<file path="src/bta_pkg.sv">
`default_nettype none

package bta_pkg;

  // Register and code widths fixed by the block definition
  localparam int ACTIVE_W = 5;
  localparam int STATUS_W = 2;

  localparam logic [ACTIVE_W-1:0] ACTIVE_RESET = 5'd16;

  // Request operation codes
  localparam logic FUNC_TAKE    = 1'b0;
  localparam logic FUNC_RELEASE = 1'b1;

  // Result status codes
  localparam logic [STATUS_W-1:0] STATUS_OK    = 2'd0;
  localparam logic [STATUS_W-1:0] STATUS_RANGE = 2'd1;
  localparam logic [STATUS_W-1:0] STATUS_SAT   = 2'd2;

  // Broadcast control from the sequencer to every cell
  typedef struct packed {
    logic excl;   // leave the selected cell out of the minimum search
    logic wr;     // write the selected cell's ticket
  } cell_ctl_t;

endpackage

`default_nettype wire

</file>
<file path="src/bta_cell.sv">
`default_nettype none

// One requester slot: holds its ticket and folds it into the scan token
// that passes by, one cell per cycle.
module bta_cell #(
  parameter int INDEX       = 0,
  parameter int IDX_W       = 4,
  parameter int COUNT_W     = 5,
  parameter int TICKET_BITS = 16
) (
  input  wire                     clk,
  input  wire                     rst,
  input  bta_pkg::cell_ctl_t      ctl,
  input  wire  [IDX_W-1:0]        sel_idx,
  input  wire  [TICKET_BITS-1:0]  wr_data,
  input  wire  [COUNT_W-1:0]      count,
  input  wire                     in_valid,
  input  wire  [TICKET_BITS-1:0]  in_max,
  input  wire                     in_found,
  input  wire  [TICKET_BITS-1:0]  in_best_tk,
  input  wire  [IDX_W-1:0]        in_best_idx,
  output logic                    out_valid,
  output logic [TICKET_BITS-1:0]  out_max,
  output logic                    out_found,
  output logic [TICKET_BITS-1:0]  out_best_tk,
  output logic [IDX_W-1:0]        out_best_idx
);

  logic [TICKET_BITS-1:0] ticket;
  logic                   active;
  logic                   selected;
  logic                   take_min;

  assign active   = count > COUNT_W'(INDEX);
  assign selected = sel_idx == IDX_W'(INDEX);
  // strict less-than keeps the lower index on a tie, since cells run upward
  assign take_min = active && !(ctl.excl && selected) && (ticket != '0) &&
                    (!in_found || (ticket < in_best_tk));

  always_ff @(posedge clk) begin
    if (rst) begin
      ticket    <= '0;
      out_valid <= 1'b0;
    end else begin
      if (ctl.wr && selected) begin
        ticket <= wr_data;
      end
      out_valid <= in_valid;
    end
  end

  always_ff @(posedge clk) begin
    out_max      <= (active && (ticket > in_max)) ? ticket : in_max;
    out_found    <= in_found | take_min;
    out_best_tk  <= take_min ? ticket : in_best_tk;
    out_best_idx <= take_min ? IDX_W'(INDEX) : in_best_idx;
  end

endmodule

`default_nettype wire

</file>
<file path="src/bakery_ticket_arbiter.sv">
`default_nettype none

// Channel   Dir  Handshake             Payload
// -------   ---  --------------------  ---------------------------------------------
// request   in   in_valid / in_stall   func, thread_id
// result    out  out_valid / out_stall ticket_given, grant_valid, grant_thread, status
// config    in   cfg_valid / cfg_ready cfg_data (active_threads)
//
// After a request is accepted, a scan token walks the row of ticket cells,
// one cell per cycle, gathering the largest active ticket and the lowest
// (ticket, index) pair, and the result is loaded from it. The next request
// can be taken in the cycle after the result is loaded. Synchronous reset
// clears every ticket and sets active_threads to 16. A result held by
// out_stall does not block the next request; the write-back of that request
// waits only for the result register.
module bakery_ticket_arbiter #(
  parameter int MAX_THREADS = 16,
  parameter int TICKET_BITS = 16
) (
  input  wire                                clk,
  input  wire                                rst,
  // request channel
  input  wire                                in_valid,
  output logic                               in_stall,
  input  wire                                func,
  input  wire  [$clog2(MAX_THREADS)-1:0]     thread_id,
  // result channel
  output logic                               out_valid,
  input  wire                                out_stall,
  output logic [TICKET_BITS-1:0]             ticket_given,
  output logic                               grant_valid,
  output logic [$clog2(MAX_THREADS)-1:0]     grant_thread,
  output logic [bta_pkg::STATUS_W-1:0]       status,
  // configuration channel
  input  wire                                cfg_valid,
  output logic                               cfg_ready,
  input  wire  [bta_pkg::ACTIVE_W-1:0]       cfg_data
);

  localparam int IDX_W   = $clog2(MAX_THREADS);
  localparam int COUNT_W = $clog2(MAX_THREADS + 1);
  localparam int CMP_W   = COUNT_W + 1;
  localparam logic [TICKET_BITS-1:0] TICKET_MAX = '1;

  typedef enum logic [1:0] {
    ST_IDLE,
    ST_SCAN,
    ST_FINISH
  } state_t;

  state_t state;

  // Configuration
  logic [bta_pkg::ACTIVE_W-1:0] active_threads;
  logic [COUNT_W-1:0]           eff_count;

  // Held request
  logic                   req_func;
  logic [IDX_W-1:0]       req_tid;
  logic                   req_in_range;
  logic                   launch;

  // Scan summary captured off the end of the row
  logic                   hold_sat;
  logic [TICKET_BITS-1:0] hold_given;
  logic                   hold_found;
  logic [TICKET_BITS-1:0] hold_best_tk;
  logic [IDX_W-1:0]       hold_best_idx;

  // Token positions: entry 0 is the launch point, entry i+1 leaves cell i
  logic                   sc_valid    [0:MAX_THREADS];
  logic [TICKET_BITS-1:0] sc_max      [0:MAX_THREADS];
  logic                   sc_found    [0:MAX_THREADS];
  logic [TICKET_BITS-1:0] sc_best_tk  [0:MAX_THREADS];
  logic [IDX_W-1:0]       sc_best_idx [0:MAX_THREADS];

  bta_pkg::cell_ctl_t     cell_ctl;
  logic [TICKET_BITS-1:0] wr_data;

  logic                   in_accept;
  logic                   in_range_now;
  logic                   out_free;
  logic                   commit;
  logic                   new_wins;
  logic [TICKET_BITS-1:0] end_max;
  logic [TICKET_BITS-1:0] given_next;
  logic                   sat_next;
  logic [TICKET_BITS-1:0] ticket_given_next;
  logic                   grant_valid_next;
  logic [IDX_W-1:0]       grant_thread_next;
  logic [bta_pkg::STATUS_W-1:0] status_next;

  // Config writes must arrive only while idle; the block does not enforce it, and the port is always ready.
  assign cfg_ready = 1'b1;

  always_ff @(posedge clk) begin
    if (rst) begin
      active_threads <= bta_pkg::ACTIVE_RESET;
    end else if (cfg_valid && cfg_ready) begin
      active_threads <= cfg_data;
    end
  end

  // Clamp the register to the number of cells actually built
  assign eff_count = (int'(active_threads) > MAX_THREADS) ? COUNT_W'(MAX_THREADS)
                                                          : COUNT_W'(active_threads);

  assign in_stall     = (state != ST_IDLE);
  assign in_accept    = in_valid && !in_stall;
  assign in_range_now = CMP_W'(thread_id) < CMP_W'(eff_count);

  // Launch an empty token into the first cell
  assign sc_valid[0]    = launch;
  assign sc_max[0]      = '0;
  assign sc_found[0]    = 1'b0;
  assign sc_best_tk[0]  = '0;
  assign sc_best_idx[0] = '0;

  // Only the requester's own slot changes, so leave it out of the minimum
  // search and fold its new value in at the end.
  assign out_free = !(out_valid && out_stall);
  assign commit   = (state == ST_FINISH) && out_free;
  assign cell_ctl = '{excl: req_in_range, wr: commit && req_in_range};
  assign wr_data  = (req_func == bta_pkg::FUNC_TAKE) ? hold_given : '0;

  genvar gi;
  generate
    for (gi = 0; gi < MAX_THREADS; gi++) begin : g_cell
      bta_cell #(
        .INDEX       (gi),
        .IDX_W       (IDX_W),
        .COUNT_W     (COUNT_W),
        .TICKET_BITS (TICKET_BITS)
      ) u_cell (
        .clk          (clk),
        .rst          (rst),
        .ctl          (cell_ctl),
        .sel_idx      (req_tid),
        .wr_data      (wr_data),
        .count        (eff_count),
        .in_valid     (sc_valid[gi]),
        .in_max       (sc_max[gi]),
        .in_found     (sc_found[gi]),
        .in_best_tk   (sc_best_tk[gi]),
        .in_best_idx  (sc_best_idx[gi]),
        .out_valid    (sc_valid[gi+1]),
        .out_max      (sc_max[gi+1]),
        .out_found    (sc_found[gi+1]),
        .out_best_tk  (sc_best_tk[gi+1]),
        .out_best_idx (sc_best_idx[gi+1])
      );
    end
  endgenerate

  // Next ticket: largest plus one, pinned at the top of the range
  assign end_max    = sc_max[MAX_THREADS];
  assign sat_next   = (end_max == TICKET_MAX);
  assign given_next = sat_next ? TICKET_MAX : end_max + TICKET_BITS'(1);

  // New ticket against the best of the others, lower index on a tie
  assign new_wins = !hold_found || (hold_given < hold_best_tk) ||
                    ((hold_given == hold_best_tk) && (req_tid < hold_best_idx));

  always_comb begin
    ticket_given_next = '0;
    grant_valid_next  = hold_found;
    grant_thread_next = hold_best_idx;
    status_next       = bta_pkg::STATUS_OK;
    if (!req_in_range) begin
      status_next = bta_pkg::STATUS_RANGE;
    end else if (req_func == bta_pkg::FUNC_TAKE) begin
      ticket_given_next = hold_given;
      grant_valid_next  = 1'b1;
      grant_thread_next = new_wins ? req_tid : hold_best_idx;
      status_next       = hold_sat ? bta_pkg::STATUS_SAT : bta_pkg::STATUS_OK;
    end
  end

  always_ff @(posedge clk) begin
    if (rst) begin
      state     <= ST_IDLE;
      launch    <= 1'b0;
      out_valid <= 1'b0;
    end else begin
      // Fire a token in the cycle after a request is taken
      launch <= in_accept;
      // Load a new result, or drop the one just taken
      if (commit) begin
        out_valid <= 1'b1;
      end else if (out_valid && !out_stall) begin
        out_valid <= 1'b0;
      end
      case (state)
        ST_IDLE: begin
          if (in_accept) begin
            state <= ST_SCAN;
          end
        end
        ST_SCAN: begin
          if (sc_valid[MAX_THREADS]) begin
            state <= ST_FINISH;
          end
        end
        ST_FINISH: begin
          if (commit) begin
            state <= ST_IDLE;
          end
        end
        default: begin
          state <= ST_IDLE;
        end
      endcase
    end
  end

  // Payload registers: hold the request, capture the scan, load the result
  always_ff @(posedge clk) begin
    if (in_accept) begin
      req_func     <= func;
      req_tid      <= thread_id;
      req_in_range <= in_range_now;
    end
    if ((state == ST_SCAN) && sc_valid[MAX_THREADS]) begin
      hold_sat      <= sat_next;
      hold_given    <= given_next;
      hold_found    <= sc_found[MAX_THREADS];
      hold_best_tk  <= sc_best_tk[MAX_THREADS];
      hold_best_idx <= sc_best_idx[MAX_THREADS];
    end
    if (commit) begin
      ticket_given <= ticket_given_next;
      grant_valid  <= grant_valid_next;
      grant_thread <= grant_thread_next;
      status       <= status_next;
    end
  end

  // A token reaches the end of the row only during a scan
  assert property (@(posedge clk) disable iff (rst)
    sc_valid[MAX_THREADS] |-> state == ST_SCAN)
    else $error("scan token left the row outside a scan");

  // A launch follows an accepted request and nothing else
  assert property (@(posedge clk) disable iff (rst)
    launch |-> $past(in_valid && !in_stall))
    else $error("scan launched without an accepted request");

  // No grant holder means index zero
  assert property (@(posedge clk) disable iff (rst)
    out_valid && !grant_valid |-> grant_thread == '0)
    else $error("grant_thread nonzero with no grant");

  // A range error hands out no ticket
  assert property (@(posedge clk) disable iff (rst)
    out_valid && status == bta_pkg::STATUS_RANGE |-> ticket_given == '0)
    else $error("ticket given on an out-of-range request");

  // A saturated ticket is still held, so someone holds the grant
  assert property (@(posedge clk) disable iff (rst)
    out_valid && status == bta_pkg::STATUS_SAT |-> grant_valid &&
      ticket_given == TICKET_MAX)
    else $error("saturated request without grant or full ticket");

endmodule

`default_nettype wire

</file>
<file path="config.mk">
export PLATFORM = sky130hd
export DESIGN_NAME = bakery_ticket_arbiter
export DESIGN_NICKNAME = d
export VERILOG_FILES = /design/src/bta_pkg.sv /design/src/bta_cell.sv /design/src/bakery_ticket_arbiter.sv
export SDC_FILE = /design/constraint.sdc
export NUM_CORES = 2
export LEC_CHECK = 0
export CAP_MARGIN = 20
export CORE_UTILIZATION = 50
export CTS_CLUSTER_DIAMETER = 120
export CTS_CLUSTER_SIZE = 14
export DETAILED_ROUTE_END_ITERATION = 7
export DONT_BUFFER_PORTS = 1
export GPL_ROUTABILITY_DRIVEN = 0
export GPL_TIMING_DRIVEN = 1
export PLACE_DENSITY = 0.76
export SYNTH_ARGS = -nofsm -noshare
export SYNTH_HDL_FRONTEND = slang
export SYNTH_HIERARCHICAL = 1
export SYNTH_SLANG_ARGS = --single-unit
</file>
<file path="constraint.sdc">
create_clock -name clk -period 3.2 [get_ports clk]
set_input_delay 0 -clock clk [delete_from_list [all_inputs] [get_ports clk]]
set_output_delay 0 -clock clk [all_outputs]
set_load 0.1 [all_outputs]
</file>
Word-level counts from Yosys, hierarchy flattened
Index checks and enable logic that the tools add are counted.
- reductions and logical operators: 176
- bitwise gates (word level): 16
- shift-type cells: 0
- $mul: 0
- div/mod/pow operators: 0
- mux-type cells: 45
- $add $sub $neg: 1
- eq/ne operators: 22
- magnitude comparators: 51
- operators by type and width (cell ; count):
    2-to-1 mux 16 bit ; 31
    < comparator 16 bit ; 16
    nonzero test 16 bit ; 16
    > comparator 16 bit ; 15
    logical AND 1 bit ; 102
    > comparator 5 x 4 -> 1 bit (second input constant) ; 8
    zero test 1 bit ; 35
    equality test 4 bit (second input constant) ; 8
    > comparator 5 x 3 -> 1 bit (second input constant) ; 4
    logical OR 1 bit ; 17
    adder 16 x 1 -> 16 bit (second input constant) ; 1
    equality test 16 bit ; 1
    equality test 16 bit (second input constant) ; 1
    equality test 4 x 3 -> 1 bit (second input constant) ; 4
    > comparator 16 x 1 -> 1 bit (second input constant) ; 1
    bitwise OR 1 bit ; 15
    2-to-1 mux 4 bit ; 3
    > comparator 5 x 1 -> 1 bit (second input constant) ; 2
    > comparator 5 x 2 -> 1 bit (second input constant) ; 2
    equality test 4 x 2 -> 1 bit (second input constant) ; 2
    2-to-1 mux 2 bit ; 4
    one-hot mux 2 bit (3 select lines) ; 1
    > comparator 5 bit (second input constant) ; 1
    < comparator 4 x 5 -> 1 bit ; 1
    other kinds (14) ; 20
- bits of input ports: 15
- word-level logic and storage cells: 423
- output and inout port bits: 26
- memory bits (read-only): 0
- memories: 0
- bits in latches: 0
- register bits: 925
- RAM bits: 0

Depth between registers and ports, before layout
- depth in word-level cells: 7
- mapped depth: 8
- depth with buffers taken out: 8

Cells and area by module
Netlist, hierarchy kept.
- by module, submodules not included (module ; seq. area each (um^2) ; area an instance (um^2) ; times used ; cells an instance):
    bta_cell at g_cell[3].u_cell ... ; 1081.0 ; 2676.3 ; 2 ; 271
    bakery_ticket_arbiter ; 2192.1 ; 3658.5 ; 1 ; 294
    bta_cell at g_cell[5].u_cell ; 1081.0 ; 2671.3 ; 1 ; 271
    bta_cell at g_cell[10].u_cell ; 1081.0 ; 2670.1 ; 1 ; 274
    bta_cell at g_cell[12].u_cell ; 1081.0 ; 2670.1 ; 1 ; 273
    bta_cell at g_cell[13].u_cell ; 1081.0 ; 2670.1 ; 1 ; 271
    bta_cell at g_cell[11].u_cell ; 1081.0 ; 2668.8 ; 1 ; 271
    bta_cell at g_cell[9].u_cell ; 1081.0 ; 2667.6 ; 1 ; 273
    bta_cell at g_cell[8].u_cell ; 1081.0 ; 2647.5 ; 1 ; 273
    bta_cell at g_cell[4].u_cell ; 1081.0 ; 2646.3 ; 1 ; 273
    bta_cell at g_cell[0].u_cell ; 1081.0 ; 2645.0 ; 1 ; 273
    bta_cell at g_cell[15].u_cell ; 1081.0 ; 2633.8 ; 1 ; 270
    bta_cell at g_cell[14].u_cell ; 1081.0 ; 2630.0 ; 1 ; 272
    bta_cell at g_cell[6].u_cell ; 1081.0 ; 2628.8 ; 1 ; 272
    +2 rows ; - ; - ; - ; -

Worst setup path before layout
Ideal clock, no wire load.
- path type: reg-to-reg
- from: register state[0]
- to: register hold_best_idx[0] (enable)
- period minus slack after synthesis: 2.497 ns
- path buffers: 0
- arrival: 2.063 ns
- setup slack: 0.703 ns
- library setup time: 0.435 ns
- cell stages (with the launch flop): 3
- data required time: 2.765 ns
- cells stage by stage: dfxtp_1 nand2_1 nor2_1
- word-level cells in the longest chain between the ends: 2
- ends and longest elaborated chain (what ; RTL line ; RTL):
    start: declaration ; bakery_ticket_arbiter.sv:51 ; state_t state;
    start signal: assignment ; bakery_ticket_arbiter.sv:181 ; state <= ST_IDLE;
    start signal: assignment ; bakery_ticket_arbiter.sv:196 ; state <= ST_SCAN;
    start signal: assignment ; bakery_ticket_arbiter.sv:201 ; state <= ST_FINISH;
    equality test 2 x 1 -> 1 bit ; bakery_ticket_arbiter.sv:223 ; if ((state == ST_SCAN) && sc_valid[MAX_THREADS]) begin
    logical AND 1 bit ; bakery_ticket_arbiter.sv:223 ;
    end signal: assignment ; bakery_ticket_arbiter.sv:228 ; hold_best_idx <= sc_best_idx[MAX_THREADS];
    end: declaration ; bakery_ticket_arbiter.sv:68 ; logic [IDX_W-1:0] hold_best_idx;
No other way between the ends.
A chain may end at the register's enable or synchronous reset.

==> metrics.md <==
| Metric | Value |
|---|---|
| Clock Tree Buf Depth | 3 |
| Reg2Reg Depth | 7 |
| Setup Skew | 29.3 ps |
| CP required | 3710 ps |
| Leak Pwr | 22.8 nW |
| Maximum vdd drop | 0.345 mV |
| Mapped Area | 0.0461 mm^2 |
| Final worst-path cycle share | 95.6% |
| Number of synthesized flops with an enable pin | 67 |
| Final core occ | 56.2% |
| Worst path slowest cell | dlygate4sd3_1 |
| Startpoint Class | register |
| Largest area contributor in the netlist | dfxtp_1 |
| Post_cts resized | 0 |
| Sequential share of power | 56.0% |
| Most numerous cell in the Yosys netlist | dfxtp_1 |
| Dpl hpwl | 83900 um |
| Hold Path Depth | 4 |
| Die height | 306 um |
| Fin. Hold Viols | 0 |
| Reg-to-reg slack, setup | 140 ps |
| Largest net degree at the start of global routing | 189 |
| Detailed-route via count | 34500 |
| Clk sink count | 940 |
| Post-synthesis mux area share | 13.8% |
| Top FF cell, synth | dfxtp_1 |
| Post-route ant nets | 0 |
| Top cell type's share of synthesized area | 37.9% |
| Nets@finish | 5370 |
| Unrepaired setup endpoints after global routing | false |
| CTS hold repair buffers | 113 |
| Tot GR Track Use | 25.3% |
| Synthesized flop and latch total | 940 |
| Max H-tree Level | 3 |
| Syn_area_per_cell | 9.92 um^2 |
| Core area | 0.0907 mm^2 |
| Reg clk slew, reported paths | 70 ps |
| Power share of the clock group | 38.0% |
| Critical R2R Launch | req_in_range$_DFFE_PP_ |
| Status | completed |
| Post-Synth Adder-Cell Area | 14.1% |
| CTS root buf | clkbuf_16 |
| Initial Utilization | 50.8% |
| Drt pass-1 iters | 5 |
| Cell variety after synth | 72 |
| IO Count | 41 |
| CTS tree | done |
| Port Buffers | 0 |
| TritonCTS buffer count | 77 |
| Placed Cells | 5820 |
| Routed length per instance | 19.8 um |
| Synth async-reset ratio | 0% |
| Crit path time final | 3060 ps |
| Share of layout cells above drive strength 1 | 14.4% |
| Post-synthesis xor/xnor area fraction | 0.171% |
| Vias/cell | 5.71 |
| Grt total ovfl | 0 |
| Top cells by count, synth | dfxtp_1, inv_1, ha_1 |
| Max incr delay on CP | 590 ps |
| Largest family of logic cells by synthesized area | adder cells |
| PwrDens | 439 mW/mm^2 |
| Setup CP Type | register to register |
| Syn Inst Count | 4644 |
| Critical Path AT | 3570 ps |
| CP Max Fanout | 49 |
| Cell-internal power | 17.2 mW |
| Net Sw Frac | 23.1% |
| Most used cell, CP | nand2_1 |
| Slew of the pin with the lowest slew margin | 1050 ps |
| Crit path cell chain | buf_4 -> and3_4 -> buf_12 -> nand2_1 -> nand2_1 -> a21oi_1 -> dlygate4sd3_1 |
| # setup viols final | 0 |
| First-pass GRT wire length | 188000 um |
| Fmax | 327 MHz |
| HP Class | primary input to register |
| Worst-Skew Late Latency | 640 ps |
| Worst Hold Launch | thread_id[2] |
| Met1 Wirelength | 50000 um |
| Initial antenna violation count | 2 |
| Compound-cell area share of the yosys netlist | 9.76% |
| Max Slew Vio Count | 0 |
| R2R Path End | g_cell[5].u_cell/ticket[5]$_SDFFE_PP0P_ |
| Part of the Yosys area used for sequential elements | 42.3% |
| Combinational power share | 6.0% |
| Highest signal layer in the routed design | met5 |
| WHS Endpoint | req_in_range$_DFFE_PP_ |
| Fillers | 7536 |
| Die area | 0.0934 mm^2 |
| Residual DRC count | 0 |
| Post CTS Setup Buffer Count | 0 |
| Psw | 5.17 mW |
| Final WL | 120000 um |
| Core Rows | 110 |
| Initial DRC count | 2432 |
| Area grow syn2layout | 10.7% |
| Number of global-route vias before repair | 34000 |
| Crit path capture type | register |
| Max cap viols | 0 |
| Wire length on met3 | 8200 um |
| Met2 wire len | 56400 um |
| Synth warn | 6 |
| Simple-gate portion of the synthesized area | 13.3% |
| Die W | 306 um |
| Synth area leaders | dfxtp_1, ha_1, mux2_2 |
| Relative slew slack | 28.9% |
| Final Instance Count excl. Fillers | 6038 |
| Setup TNS | 0 ps |
==> logic make-up (layout without fill, tap and decap cells) <==
logic type | after synthesis | in the layout
buffers and inverters | 728 | 868
AND/OR/NAND/NOR | 1227 | 1227
flip-flops | 940 | 940
other | 2 | 80
AO/OA/AOI/OAI | 697 | 697
XOR/XNOR | 9 | 9
multiplexers | 522 | 522
adder cells (fa/ha/maj) | 519 | 519
==> power groups by stage <==
stage	Sequential (mW)	Combinational, mW	Clock (mW)
3_5_place_dp	12.8	1.22	0
2_1_floorplan	12.6	0.952	0
3_3_place_gp	12.8	1.17	0
5_1_grt	12.6	1.50	9.11
4_1_cts	12.5	1.34	8.65
6_report	12.5	1.35	8.50
==> critical path, delay by kind of cell, from the launching register on <==
kind / cells / cell delay, ps
AND/OR/NAND/NOR: 3 / 1150
buffers and inverters: 3 / 1210
AO/OA/AOI/OAI: 1 / 90
flip-flops: 1 / 420
==> worst max-delay path by stage <==
stage                                                        start                                       end  slack [ps]
after floorplan                              state[0]$_SDFFE_PP0P_                hold_best_idx[0]$_DFFE_PP_         700
after global placement    g_cell[1].u_cell/out_best_tk[11]$_DFF_P_  g_cell[2].u_cell/out_best_tk[11]$_DFF_P_         240
after detailed placement  g_cell[1].u_cell/out_best_tk[11]$_DFF_P_  g_cell[2].u_cell/out_best_tk[12]$_DFF_P_         230
after CTS                 g_cell[1].u_cell/out_best_tk[11]$_DFF_P_  g_cell[2].u_cell/out_best_tk[11]$_DFF_P_         220
after global routing      g_cell[1].u_cell/out_best_tk[11]$_DFF_P_  g_cell[2].u_cell/out_best_tk[13]$_DFF_P_          50
final                                       req_in_range$_DFFE_PP_   g_cell[5].u_cell/ticket[5]$_SDFFE_PP0P_         140
==> sequential cells by signal (all words and copies together) (netlist names), 2 cells and up <==
name                        count
g_cell.u_cell/out_max         256
g_cell.u_cell/out_best_idx     64
req_tid                         4
status                          2
g_cell.u_cell/ticket          256
hold_best_idx                   4
g_cell.u_cell/out_found        16
hold_best_tk                   16
hold_given                     16
state                           2
ticket_given                   16
g_cell.u_cell/out_valid        16
g_cell.u_cell/out_best_tk     256
grant_thread                    4
active_threads                  5
==> cell usage in the layout (no fill, tap or decap), drive strengths merged, types with 24 or more instances in the layout <==
cell type,netlist,routed
dfxtp,873,873
inv,572,575
ha,519,519
mux2,516,516
nand2,487,487
a21oi,404,404
nand3,189,189
nand4,124,124
dlygate4sd3,0,111
clkbuf,102,91
buf,53,87
nor2b,84,84
o21ai,80,80
nor2,77,77
nor4,76,76
conb,2,72
edfxtp,67,67
a211oi,61,61
nand2b,43,43
nor3,38,38
or2,38,38
o211ai,28,28
a2111o,27,27
a221oi,25,25
a31oi,24,24
==> final cells by class <==
type	count	area [um^2]	area share, %
Multi-Input combinational cell	3046	24000	47.0
Sequential cell	940	19500	38.2
Inverter	573	2150	4.22
Clock buffer	91	1980	3.88
Timing Repair Buffer	198	1840	3.61
Tap cell	1176	1470	2.89
Clock inverter	6	75.1	0.147
Antenna cell	8	20.0	0.0393
==> stage by stage <==
stage	setup slack [ps]	hold WS (ps)	total power [mW]	instance area (um^2)
2_1_floorplan	703	98.9	13.6	46300
3_3_place_gp	238	98.9	14.0	47700
3_5_place_dp	231	98.9	14.0	47700
4_1_cts	218	0.00439	22.5	51000
5_1_grt	48.6	49.5	23.2	51000
6_report	140	32.6	22.4	51000
==> layer usage <==
metal | track usage [%] | up-vias
met5 | 0 | -
li1 | - | 16400
met4 | 10.3 | 2
met3 | 4.25 | 320
met2 | 42.8 | 1113
met1 | 31.9 | 16600
Power figures use the tool's default switching activity.
